[src/rtl/rld_pkg.sv]
// ----------------------------------------------------------------------------
// rld_pkg
// Shared types, constants and helpers of the LED strip driver.
// ----------------------------------------------------------------------------
package rld_pkg;

    localparam int PIXEL_COUNT  = 64;
    localparam int ADDR_W       = $clog2(PIXEL_COUNT);
    localparam int MIRROR_COUNT = (PIXEL_COUNT - 1) / 2;
    localparam int PIX_W        = 6;
    localparam int BIT_W        = 5;
    localparam int LAST_BIT     = 23;
    localparam int REG_IDX_W    = 1;

    localparam logic [ADDR_W-1:0]    LAST_ADDR      = ADDR_W'(PIXEL_COUNT - 1);
    localparam logic [REG_IDX_W-1:0] REG_SHORT_HIGH = REG_IDX_W'(0);
    localparam logic [REG_IDX_W-1:0] REG_LONG_EXTRA = REG_IDX_W'(1);

    typedef enum logic [2:0] {
        OP_TICK   = 3'd0,
        OP_SET    = 3'd1,
        OP_SCALE  = 3'd2,
        OP_BLEND  = 3'd3,
        OP_GET    = 3'd4,
        OP_MIRROR = 3'd5,
        OP_START  = 3'd6
    } op_t;

    typedef struct packed {
        logic [7:0] green;
        logic [7:0] red;
        logic [7:0] blue;
    } pixel_t;

    typedef struct packed {
        logic              we;
        logic [ADDR_W-1:0] addr;
        pixel_t            data;
    } store_wr_t;

    typedef struct packed {
        logic              re;
        logic [ADDR_W-1:0] addr;
    } store_rd_t;

    typedef struct packed {
        logic              load;
        logic              blend;
        pixel_t            color_a;
        logic [7:0]        level;
        pixel_t            color_b;
        logic signed [9:0] prop;
    } color_req_t;

    // Map the pixel field onto a store address.
    function automatic logic [ADDR_W-1:0] pix_addr(input logic [PIX_W-1:0] px);
        logic [31:0] wide;
        wide = 32'(px);
        return wide[ADDR_W-1:0];
    endfunction

    function automatic logic pix_in_range(input logic [PIX_W-1:0] px);
        return 32'(px) < 32'(PIXEL_COUNT);
    endfunction

endpackage

[src/rtl/rld_pixel_store.sv]
// ----------------------------------------------------------------------------
// rld_pixel_store
// Pixel memory, one G/R/B word per pixel, registered read, zeroing sweep
// after reset.
// ----------------------------------------------------------------------------
module rld_pixel_store
    import rld_pkg::*;
(
    input  logic      clk,
    input  logic      rst_n,
    input  store_wr_t wr,
    input  store_rd_t rd,
    output pixel_t    rd_data,
    output logic      clearing
);

    pixel_t            mem [PIXEL_COUNT];
    pixel_t            rd_data_reg;
    logic [ADDR_W-1:0] clr_addr_reg;
    logic              clearing_reg;

    always_ff @(posedge clk or negedge rst_n)
    begin
        if (!rst_n)
        begin
            clearing_reg <= 1'b1;
            clr_addr_reg <= '0;
        end
        else if (clearing_reg)
        begin
            if (clr_addr_reg == LAST_ADDR)
            begin
                clearing_reg <= 1'b0;
            end
            clr_addr_reg <= clr_addr_reg + 1'b1;
        end
    end

    always_ff @(posedge clk)
    begin
        if (clearing_reg)
        begin
            mem[clr_addr_reg] <= '0;
        end
        else if (wr.we)
        begin
            mem[wr.addr] <= wr.data;
        end
        if (rd.re)
        begin
            rd_data_reg <= mem[rd.addr];
        end
    end

    assign rd_data  = rd_data_reg;
    assign clearing = clearing_reg;

endmodule

[src/rtl/rld_color_unit.sv]
// ----------------------------------------------------------------------------
// rld_color_unit
// Scaled and blended color: products registered, then divide-by-255 or
// Q8 sum formed combinationally from the registered products.
// ----------------------------------------------------------------------------
module rld_color_unit
    import rld_pkg::*;
(
    input  logic       clk,
    input  color_req_t req,
    output pixel_t     color
);

    logic [7:0]  c_a [3];
    logic [7:0]  c_b [3];
    logic [8:0]  w_a;
    logic [8:0]  w_b;
    logic [8:0]  mul_lhs;
    logic [16:0] prod_a_next [3];
    logic [16:0] prod_b_next [3];
    logic [16:0] prod_a_reg [3];
    logic [16:0] prod_b_reg [3];
    logic        blend_reg;
    logic [16:0] sum [3];

    assign c_a[0] = req.color_a.green;
    assign c_a[1] = req.color_a.red;
    assign c_a[2] = req.color_a.blue;
    assign c_b[0] = req.color_b.green;
    assign c_b[1] = req.color_b.red;
    assign c_b[2] = req.color_b.blue;

    // Clamp the proportion: above one keeps the first color, below zero the second.
    always_comb
    begin
        if (req.prop > 10'sd256)
        begin
            w_a = 9'd256;
        end
        else if (req.prop[9])
        begin
            w_a = 9'd0;
        end
        else
        begin
            w_a = req.prop[8:0];
        end
        w_b     = 9'd256 - w_a;
        mul_lhs = req.blend ? w_a : {1'b0, req.level};
        for (int i = 0; i < 3; i++)
        begin
            prod_a_next[i] = 17'(mul_lhs) * 17'(c_a[i]);
            prod_b_next[i] = req.blend ? 17'(w_b) * 17'(c_b[i]) : 17'd0;
        end
    end

    always_ff @(posedge clk)
    begin
        if (req.load)
        begin
            blend_reg <= req.blend;
            for (int i = 0; i < 3; i++)
            begin
                prod_a_reg[i] <= prod_a_next[i];
                prod_b_reg[i] <= prod_b_next[i];
            end
        end
    end

    // floor(x/255) = (x + (x >> 8) + 1) >> 8 for every x below 65535.
    always_comb
    begin
        for (int i = 0; i < 3; i++)
        begin
            if (blend_reg)
            begin
                sum[i] = prod_a_reg[i] + prod_b_reg[i];
            end
            else
            begin
                sum[i] = prod_a_reg[i] + {8'd0, prod_a_reg[i][16:8]} + 17'd1;
            end
        end
    end

    assign color.green = sum[0][15:8];
    assign color.red   = sum[1][15:8];
    assign color.blue  = sum[2][15:8];

endmodule

[src/rtl/rgb_led_strip_driver.sv]
// ----------------------------------------------------------------------------
// rgb_led_strip_driver
// Set, start, idle tick and the unused code go from idle straight to done;
// a sending tick, get, scaled set and blend first pass one working state;
// mirror loops in its write state. One word at a time: the sequencer owns
// the single pixel memory port pair, so a new word is taken only back in idle.
// Reset: sending stops, registers reload to 2 and 7, and a zeroing sweep
// over the whole store runs while input is stalled.
// ----------------------------------------------------------------------------
module rgb_led_strip_driver
    import rld_pkg::*;
(
    input  logic                 clk,
    input  logic                 rst_n,
    // configuration
    input  logic                 write_enable,
    input  logic [REG_IDX_W-1:0] write_index,
    input  logic [7:0]           write_data,
    // input words
    input  logic                 in_valid,
    output logic                 in_stall,
    input  logic [2:0]           operation,
    input  logic [PIX_W-1:0]     pixel,
    input  logic [7:0]           green,
    input  logic [7:0]           red,
    input  logic [7:0]           blue,
    input  logic [7:0]           green_b,
    input  logic [7:0]           red_b,
    input  logic [7:0]           blue_b,
    input  logic [7:0]           level,
    input  logic signed [9:0]    proportion,
    // result words
    output logic                 out_valid,
    input  logic                 out_stall,
    output logic [7:0]           read_green,
    output logic [7:0]           read_red,
    output logic [7:0]           read_blue,
    output logic                 pulse_valid,
    output logic                 pulse_bit,
    output logic [8:0]           pulse_high_time,
    output logic                 frame_done,
    output logic                 busy_res
);

    typedef enum logic [2:0] {
        S_IDLE,
        S_TICK,
        S_GET,
        S_COLOR,
        S_MIR_WR,
        S_DONE
    } state_t;

    typedef struct packed {
        pixel_t     rd;
        logic       pulse_valid;
        logic       pulse_bit;
        logic [8:0] high_time;
        logic       frame_done;
        logic       busy;
    } result_t;

    // Sequencer and frame state
    state_t            state_reg, state_next;
    logic [ADDR_W-1:0] px_reg, px_next;
    logic              in_range_reg, in_range_next;
    logic [ADDR_W-1:0] mir_reg, mir_next;
    logic              sending_reg, sending_next;
    logic [ADDR_W-1:0] tx_pixel_reg, tx_pixel_next;
    logic [BIT_W-1:0]  tx_bit_reg, tx_bit_next;
    result_t           res_reg, res_next;
    result_t           out_reg, out_next;
    logic              out_valid_reg, out_valid_next;

    // Configuration registers
    logic [7:0]        short_reg;
    logic [7:0]        long_reg;

    // Memory and arithmetic hookup
    store_wr_t         st_wr;
    store_rd_t         st_rd;
    pixel_t            st_rd_data;
    logic              clearing;
    color_req_t        col_req;
    pixel_t            col_out;

    logic              accept;
    logic              out_free;
    op_t               op;
    logic [BIT_W-1:0]  bit_idx;
    logic              tx_bit_val;
    logic [ADDR_W-1:0] mir_inc;

    rld_pixel_store u_store (
        .clk      (clk),
        .rst_n    (rst_n),
        .wr       (st_wr),
        .rd       (st_rd),
        .rd_data  (st_rd_data),
        .clearing (clearing)
    );

    rld_color_unit u_color (
        .clk   (clk),
        .req   (col_req),
        .color (col_out)
    );

    // Input is taken only in idle and never during the zeroing sweep.
    assign in_stall = clearing || (state_reg != S_IDLE);
    assign accept   = in_valid && !in_stall;
    assign out_free = !out_valid_reg || !out_stall;
    assign op       = op_t'(operation);
    assign mir_inc  = mir_reg + 1'b1;

    // Bits go MSB first over the packed G,R,B word.
    assign bit_idx    = BIT_W'(LAST_BIT) - tx_bit_reg;
    assign tx_bit_val = st_rd_data[bit_idx];

    // Load products on every accepted word; only scale and blend use them.
    always_comb
    begin
        col_req.load    = accept;
        col_req.blend   = (op == OP_BLEND);
        col_req.color_a = '{green: green, red: red, blue: blue};
        col_req.color_b = '{green: green_b, red: red_b, blue: blue_b};
        col_req.level   = level;
        col_req.prop    = proportion;
    end

    // Configuration writes
    always_ff @(posedge clk or negedge rst_n)
    begin
        if (!rst_n)
        begin
            short_reg <= 8'd2;
            long_reg  <= 8'd7;
        end
        else if (write_enable)
        begin
            if (write_index == REG_SHORT_HIGH)
            begin
                short_reg <= write_data;
            end
            else if (write_index == REG_LONG_EXTRA)
            begin
                long_reg <= write_data;
            end
        end
    end

    always_comb
    begin
        state_next     = state_reg;
        px_next        = px_reg;
        in_range_next  = in_range_reg;
        mir_next       = mir_reg;
        sending_next   = sending_reg;
        tx_pixel_next  = tx_pixel_reg;
        tx_bit_next    = tx_bit_reg;
        res_next       = res_reg;
        out_next       = out_reg;
        out_valid_next = out_valid_reg;
        st_wr          = '0;
        st_rd          = '0;

        // Drop the result once the far side takes it.
        if (out_valid_reg && !out_stall)
        begin
            out_valid_next = 1'b0;
        end

        case (state_reg)
            S_IDLE:
            begin
                if (accept)
                begin
                    px_next       = pix_addr(pixel);
                    in_range_next = pix_in_range(pixel);
                    res_next      = '0;
                    res_next.busy = sending_reg;
                    state_next    = S_DONE;
                    case (op)
                        OP_TICK:
                        begin
                            if (sending_reg)
                            begin
                                st_rd.re   = 1'b1;
                                st_rd.addr = tx_pixel_reg;
                                state_next = S_TICK;
                            end
                        end
                        OP_SET:
                        begin
                            st_wr.we   = pix_in_range(pixel);
                            st_wr.addr = pix_addr(pixel);
                            st_wr.data = '{green: green, red: red, blue: blue};
                        end
                        OP_SCALE, OP_BLEND:
                        begin
                            state_next = S_COLOR;
                        end
                        OP_GET:
                        begin
                            st_rd.re   = 1'b1;
                            st_rd.addr = pix_addr(pixel);
                            state_next = S_GET;
                        end
                        OP_MIRROR:
                        begin
                            if (MIRROR_COUNT > 0)
                            begin
                                st_rd.re   = 1'b1;
                                st_rd.addr = '0;
                                mir_next   = '0;
                                state_next = S_MIR_WR;
                            end
                        end
                        OP_START:
                        begin
                            sending_next  = 1'b1;
                            res_next.busy = 1'b1;
                        end
                        default:
                        begin
                        end
                    endcase
                end
            end

            S_TICK:
            begin
                res_next.pulse_valid = 1'b1;
                res_next.pulse_bit   = tx_bit_val;
                res_next.high_time   = {1'b0, short_reg}
                                     + (tx_bit_val ? {1'b0, long_reg} : 9'd0);
                if (tx_bit_reg == BIT_W'(LAST_BIT))
                begin
                    tx_bit_next = '0;
                    if (tx_pixel_reg == LAST_ADDR)
                    begin
                        tx_pixel_next       = '0;
                        sending_next        = 1'b0;
                        res_next.frame_done = 1'b1;
                        res_next.busy       = 1'b0;
                    end
                    else
                    begin
                        tx_pixel_next = tx_pixel_reg + 1'b1;
                    end
                end
                else
                begin
                    tx_bit_next = tx_bit_reg + 1'b1;
                end
                state_next = S_DONE;
            end

            S_GET:
            begin
                if (in_range_reg)
                begin
                    res_next.rd = st_rd_data;
                end
                state_next = S_DONE;
            end

            S_COLOR:
            begin
                st_wr.we   = in_range_reg;
                st_wr.addr = px_reg;
                st_wr.data = col_out;
                state_next = S_DONE;
            end

            S_MIR_WR:
            begin
                // Write the mirrored pixel and, unless it was the last, fetch the next source in the same cycle.
                st_wr.we   = 1'b1;
                st_wr.addr = LAST_ADDR - mir_reg;
                st_wr.data = st_rd_data;
                if (mir_reg == ADDR_W'(MIRROR_COUNT - 1))
                begin
                    state_next = S_DONE;
                end
                else
                begin
                    st_rd.re   = 1'b1;
                    st_rd.addr = mir_inc;
                    mir_next   = mir_inc;
                end
            end

            S_DONE:
            begin
                // Hold here while the output register still carries an untaken word.
                if (out_free)
                begin
                    out_next       = res_reg;
                    out_valid_next = 1'b1;
                    state_next     = S_IDLE;
                end
            end

            default:
            begin
                state_next = S_IDLE;
            end
        endcase
    end

    always_ff @(posedge clk or negedge rst_n)
    begin
        if (!rst_n)
        begin
            state_reg     <= S_IDLE;
            sending_reg   <= 1'b0;
            tx_pixel_reg  <= '0;
            tx_bit_reg    <= '0;
            out_valid_reg <= 1'b0;
        end
        else
        begin
            state_reg     <= state_next;
            sending_reg   <= sending_next;
            tx_pixel_reg  <= tx_pixel_next;
            tx_bit_reg    <= tx_bit_next;
            out_valid_reg <= out_valid_next;
        end
    end

    // Payload registers
    always_ff @(posedge clk)
    begin
        px_reg       <= px_next;
        in_range_reg <= in_range_next;
        mir_reg      <= mir_next;
        res_reg      <= res_next;
        out_reg      <= out_next;
    end

    assign out_valid       = out_valid_reg;
    assign read_green      = out_reg.rd.green;
    assign read_red        = out_reg.rd.red;
    assign read_blue       = out_reg.rd.blue;
    assign pulse_valid     = out_reg.pulse_valid;
    assign pulse_bit       = out_reg.pulse_bit;
    assign pulse_high_time = out_reg.high_time;
    assign frame_done      = out_reg.frame_done;
    assign busy_res        = out_reg.busy;

endmodule

[config.mk]
export PLATFORM = sky130hd
export DESIGN_NAME = rgb_led_strip_driver
export DESIGN_NICKNAME = d
export VERILOG_FILES = /design/src/rtl/rld_pkg.sv /design/src/rtl/rld_pixel_store.sv /design/src/rtl/rld_color_unit.sv /design/src/rtl/rgb_led_strip_driver.sv
export SDC_FILE = /design/constraint.sdc
export NUM_CORES = 2
export LEC_CHECK = 0
export BUFFER_PORTS_ARGS = -buffer_cell sky130_fd_sc_hd__buf_2
export CELL_PAD_IN_SITES_DETAIL_PLACEMENT = 0
export CELL_PAD_IN_SITES_GLOBAL_PLACEMENT = 1
export CORE_MARGIN = 8
export CORE_UTILIZATION = 54
export DETAILED_ROUTE_END_ITERATION = 7
export PLACE_DENSITY = 0.89
export SLEW_MARGIN = 40
export SYNTH_ARGS = -nofsm -noshare
export SYNTH_HDL_FRONTEND = slang
export SYNTH_SLANG_ARGS = --single-unit
[constraint.sdc]
create_clock -name clk -period 7.3 [get_ports clk]
set_input_delay 1.095 -clock clk [delete_from_list [all_inputs] [get_ports clk]]
set_output_delay 1.095 -clock clk [all_outputs]
set_load 0.01 [all_outputs]
==> flow_summary.toml <==
[run_status]
outcome = "completed"

[sta]
setup_viol = 0
slew_headroom_pct = 34.5
worst_clock_skew_ns = 0.0529
layout_worst_path_cycle_share_pct = 90.2
worst_pin_slew_ns = 0.963
period_needed_ns = 6.59
timing.hold.ws_ns = 0.269
tns_ns = 0
rsz0062_at_grt = "no"
hold_viol = 0
fmax_mhz = 152
final.setup.worst_slack_ns = 0.714
slew_violations = 0

[synth]
ys_seq_area_share_pct = 62.4
synthFlopType = "edfxtp_1"
synthMostInstantiatedCell = "edfxtp_1"
ys_ff_latch = 1785
syn_area_per_cell_um2 = 14.0
syn_inst = 6092
yosys_warnings = 0
netlist_area_mm2 = 0.0855
netlist.area_leader.share_pct = 61.3
synth_top_area_cell = "edfxtp_1"
syn-num-nets = 6728
synth.area.top_cells = "edfxtp_1, fa_1, mux4_2"
synth-edff-count = 1746
synth_cell_types = 76
async_flop_share_pct = 2.18
synth_common_cells = "edfxtp_1, nand2_1, inv_1, nand3_1, ha_1"

[layout]
fin_cells = 8535
drive_gt1_share_pct = 15.1
fillers = 11346
nets = 6954
area_growth_pct = 12.1
largest_reg_flops = 1536
fin_util_pct = 60.7

[critical_path]
r2r_end = "u_store.rd_data[18]$_DFFE_PP_"
crit_arrival_ns = 7.22
rr_startpoint = "mir_reg[0]$_SDFFCE_PN0P_"
r2r_cells = 11
endpoint_kind = "register"
worstPathCellList = "buf_2 -> or4_1 -> nor2_1 -> nand3b_1 -> a21oi_4 -> and2_0 -> inv_1 -> ha_1 -> mux2_2 -> a21oi_1 -> buf_4 -> and2_1 -> fa_1 -> fa_1 -> fa_1 -> inv_1 -> fa_1 -> inv_1 -> ha_1 -> a21oi_1 -> a21boi_0 -> o31a_1 -> o41ai_1 -> mux2i_1"
crit_path_top_delay_cell = "or4_1"
cp-start-kind = "primary input"
rrSetupSlack_ns = 2.06
worstSetupPathType = "primary input to register"
cp_num_buf_inv = 5
cp_max_fo = 9
crit_top_cell = "fa_1"
cp_top_family = "adder cells"
worstPathRequired_ns = 7.94
cpPeakStageDelay_ns = 0.54

[clocking]
numCtsBuffers = 171
cts.repair.resized = 0
tritoncts = "built"
cts_sinks = 1785
htreeDepth = 4
postCtsSetupBuffers = 0
cts_hold_buf = 0
cts-root-buf = "clkbuf_16"
path_clk_slew_ns = 0.07
clockBufferDepth = 3
insertion_delay_ns = 0.82

[floorplan]
start_util_pct = 54.2
die_area_mm2 = 0.171
io_pins = 128
fp.dieW_um = 414
core.rowCount = 146
coreArea_mm2 = 0.158
dieHeight_um = 414

[placement]
post-place-cells = 8215
hpwlAfterDp_mm = 146
place.gp.congestion = 0.933
numPortBuffers = 127
post-place-ws_ns = -0.133

[routing]
postRouteAntennaNets = 0
num_vias = 55028
routedWlPerCell_um = 28.1
first_pass_iters = 8
wl_mm = 240
detail_route.iter0.violations = 7555
viasPerCell = 6.45
drc = 0

[hold_path]
min_path_type = "primary input to asynchronous set/reset pin"

[grt]
gr-total-overflow = 0
grtUsageTotal_pct = 27.7
grt_pass1_vias = 54876
grt_pass1_wl_mm = 353
grt_max_degree = 120
antenna_found_initial = 18

[power_and_ir_drop]
cellPowerDensity_mw_per_mm2 = 374
ir_drop_v = 0.000306
power.leakage_nw = 34.9

[flow_run]
max-cap-violations = 0
-- where the power goes --
part           switching, W  internal, W  leakage, nW  total [W]
clock               0.00386      0.00466         2.56    0.00852
combinational       0.00924      0.00463         16.1     0.0139
sequential         0.000499       0.0130         16.2     0.0135
-- placed cells by master (no fill, tap or decap), types with 25 or more instances in the layout --
cell type	synthesis	layout
o21ai_0	63	56
buf_2	37	126
edfxtp_1	1746	1746
a211oi_1	102	100
nor2_1	180	114
nor3_1	38	32
o22ai_1	54	49
and2_1	223	222
xor2_1	48	48
clkinv_1	1	38
dfrtp_1	34	34
a21oi_1	109	88
nand2b_1	34	34
fa_1	250	250
clkbuf_16	0	176
xnor2_1	81	81
nand2_1	792	790
nor2_2	0	57
clkbuf_1	243	41
mux4_2	199	199
and3_1	170	170
or4_1	25	25
nand3_1	322	322
a31oi_1	101	100
a22oi_1	59	59
buf_4	2	207
nor2b_1	139	138
inv_1	355	354
ha_1	297	297
a311oi_1	96	96
clkinv_2	0	26
-- per-stage QoR --
step           total power (W)  instance area, µm²
6_report                0.0359               95800
5_1_grt                 0.0371               95800
4_1_cts                 0.0356               95700
3_5_place_dp            0.0270               90500
3_3_place_gp            0.0266               90100
2_1_floorplan           0.0219               85500
-- worst register-to-register path: cells and delay by family, from the launching register on --
family                     cells  cell delay, ns
AOI/OAI and AO/OA              2            0.63
adders and majority gates      1            0.14
buffers and inverters          3            1.04
DFF                            1            0.46
muxes                          1            0.78
and+or+nand+nor                4            1.89
-- worst max path at each step --
stage | start | to | depth (start not counted)
final | proportion[3] | u_color.prod_b_reg[0][32]$_SDFFCE_PN0P_ | 24
after global routing | proportion[3] | u_color.prod_b_reg[0][32]$_SDFFCE_PN0P_ | 24
after CTS | proportion[3] | u_color.prod_b_reg[0][32]$_SDFFCE_PN0P_ | 24
after detailed placement | proportion[3] | u_color.prod_b_reg[0][32]$_SDFFCE_PN0P_ | 24
after global placement | proportion[3] | u_color.prod_b_reg[0][32]$_SDFFCE_PN0P_ | 24
after floorplan | proportion[3] | u_color.prod_b_reg[0][12]$_SDFFCE_PN0P_ | 26
-- cells by family (layout without fill, tap and decap cells) --
kind of cell / after synthesis / count (layout) / synth area share, %
buffers and inverters: 675 / 1034 / 3.10
muxes: 233 / 233 / 5.67
other: 0 / 12 / 0
adders and majority gates: 547 / 547 / 10.2
and+or+nand+nor: 1990 / 1990 / 11.3
DFF: 1785 / 1785 / 62.4
AOI/OAI and AO/OA: 733 / 733 / 5.99
xor gates and xnor gates: 129 / 129 / 1.32
-- final cells by class --
| class | count | area [µm²] | area share (%) |
|---|---|---|---|
| flip-flops and latches | 1785 | 53400 | 55.7 |
| multi-input cells | 3632 | 30300 | 31.6 |
| clock buffers | 218 | 4570 | 4.77 |
| repair buffers | 372 | 2930 | 3.06 |
| well taps | 2072 | 2590 | 2.70 |
| inverters | 356 | 1340 | 1.40 |
| clock inverters | 88 | 704 | 0.735 |
| diodes | 12 | 30.0 | 0.0313 |
-- routing by layer --
| layer | GRT usage [%] | up-vias | wire length (µm) |
|---|---|---|---|
| li1 | - | 23074 | - |
| met1 | 36.8 | 27598 | 87600 |
| met2 | 43.3 | 3689 | 111000 |
| met3 | 6.85 | 649 | 28800 |
| met4 | 12.9 | 18 | 12400 |
| met5 | 0 | - | 130 |
Note: power is estimated with default switching activity, not from simulation.
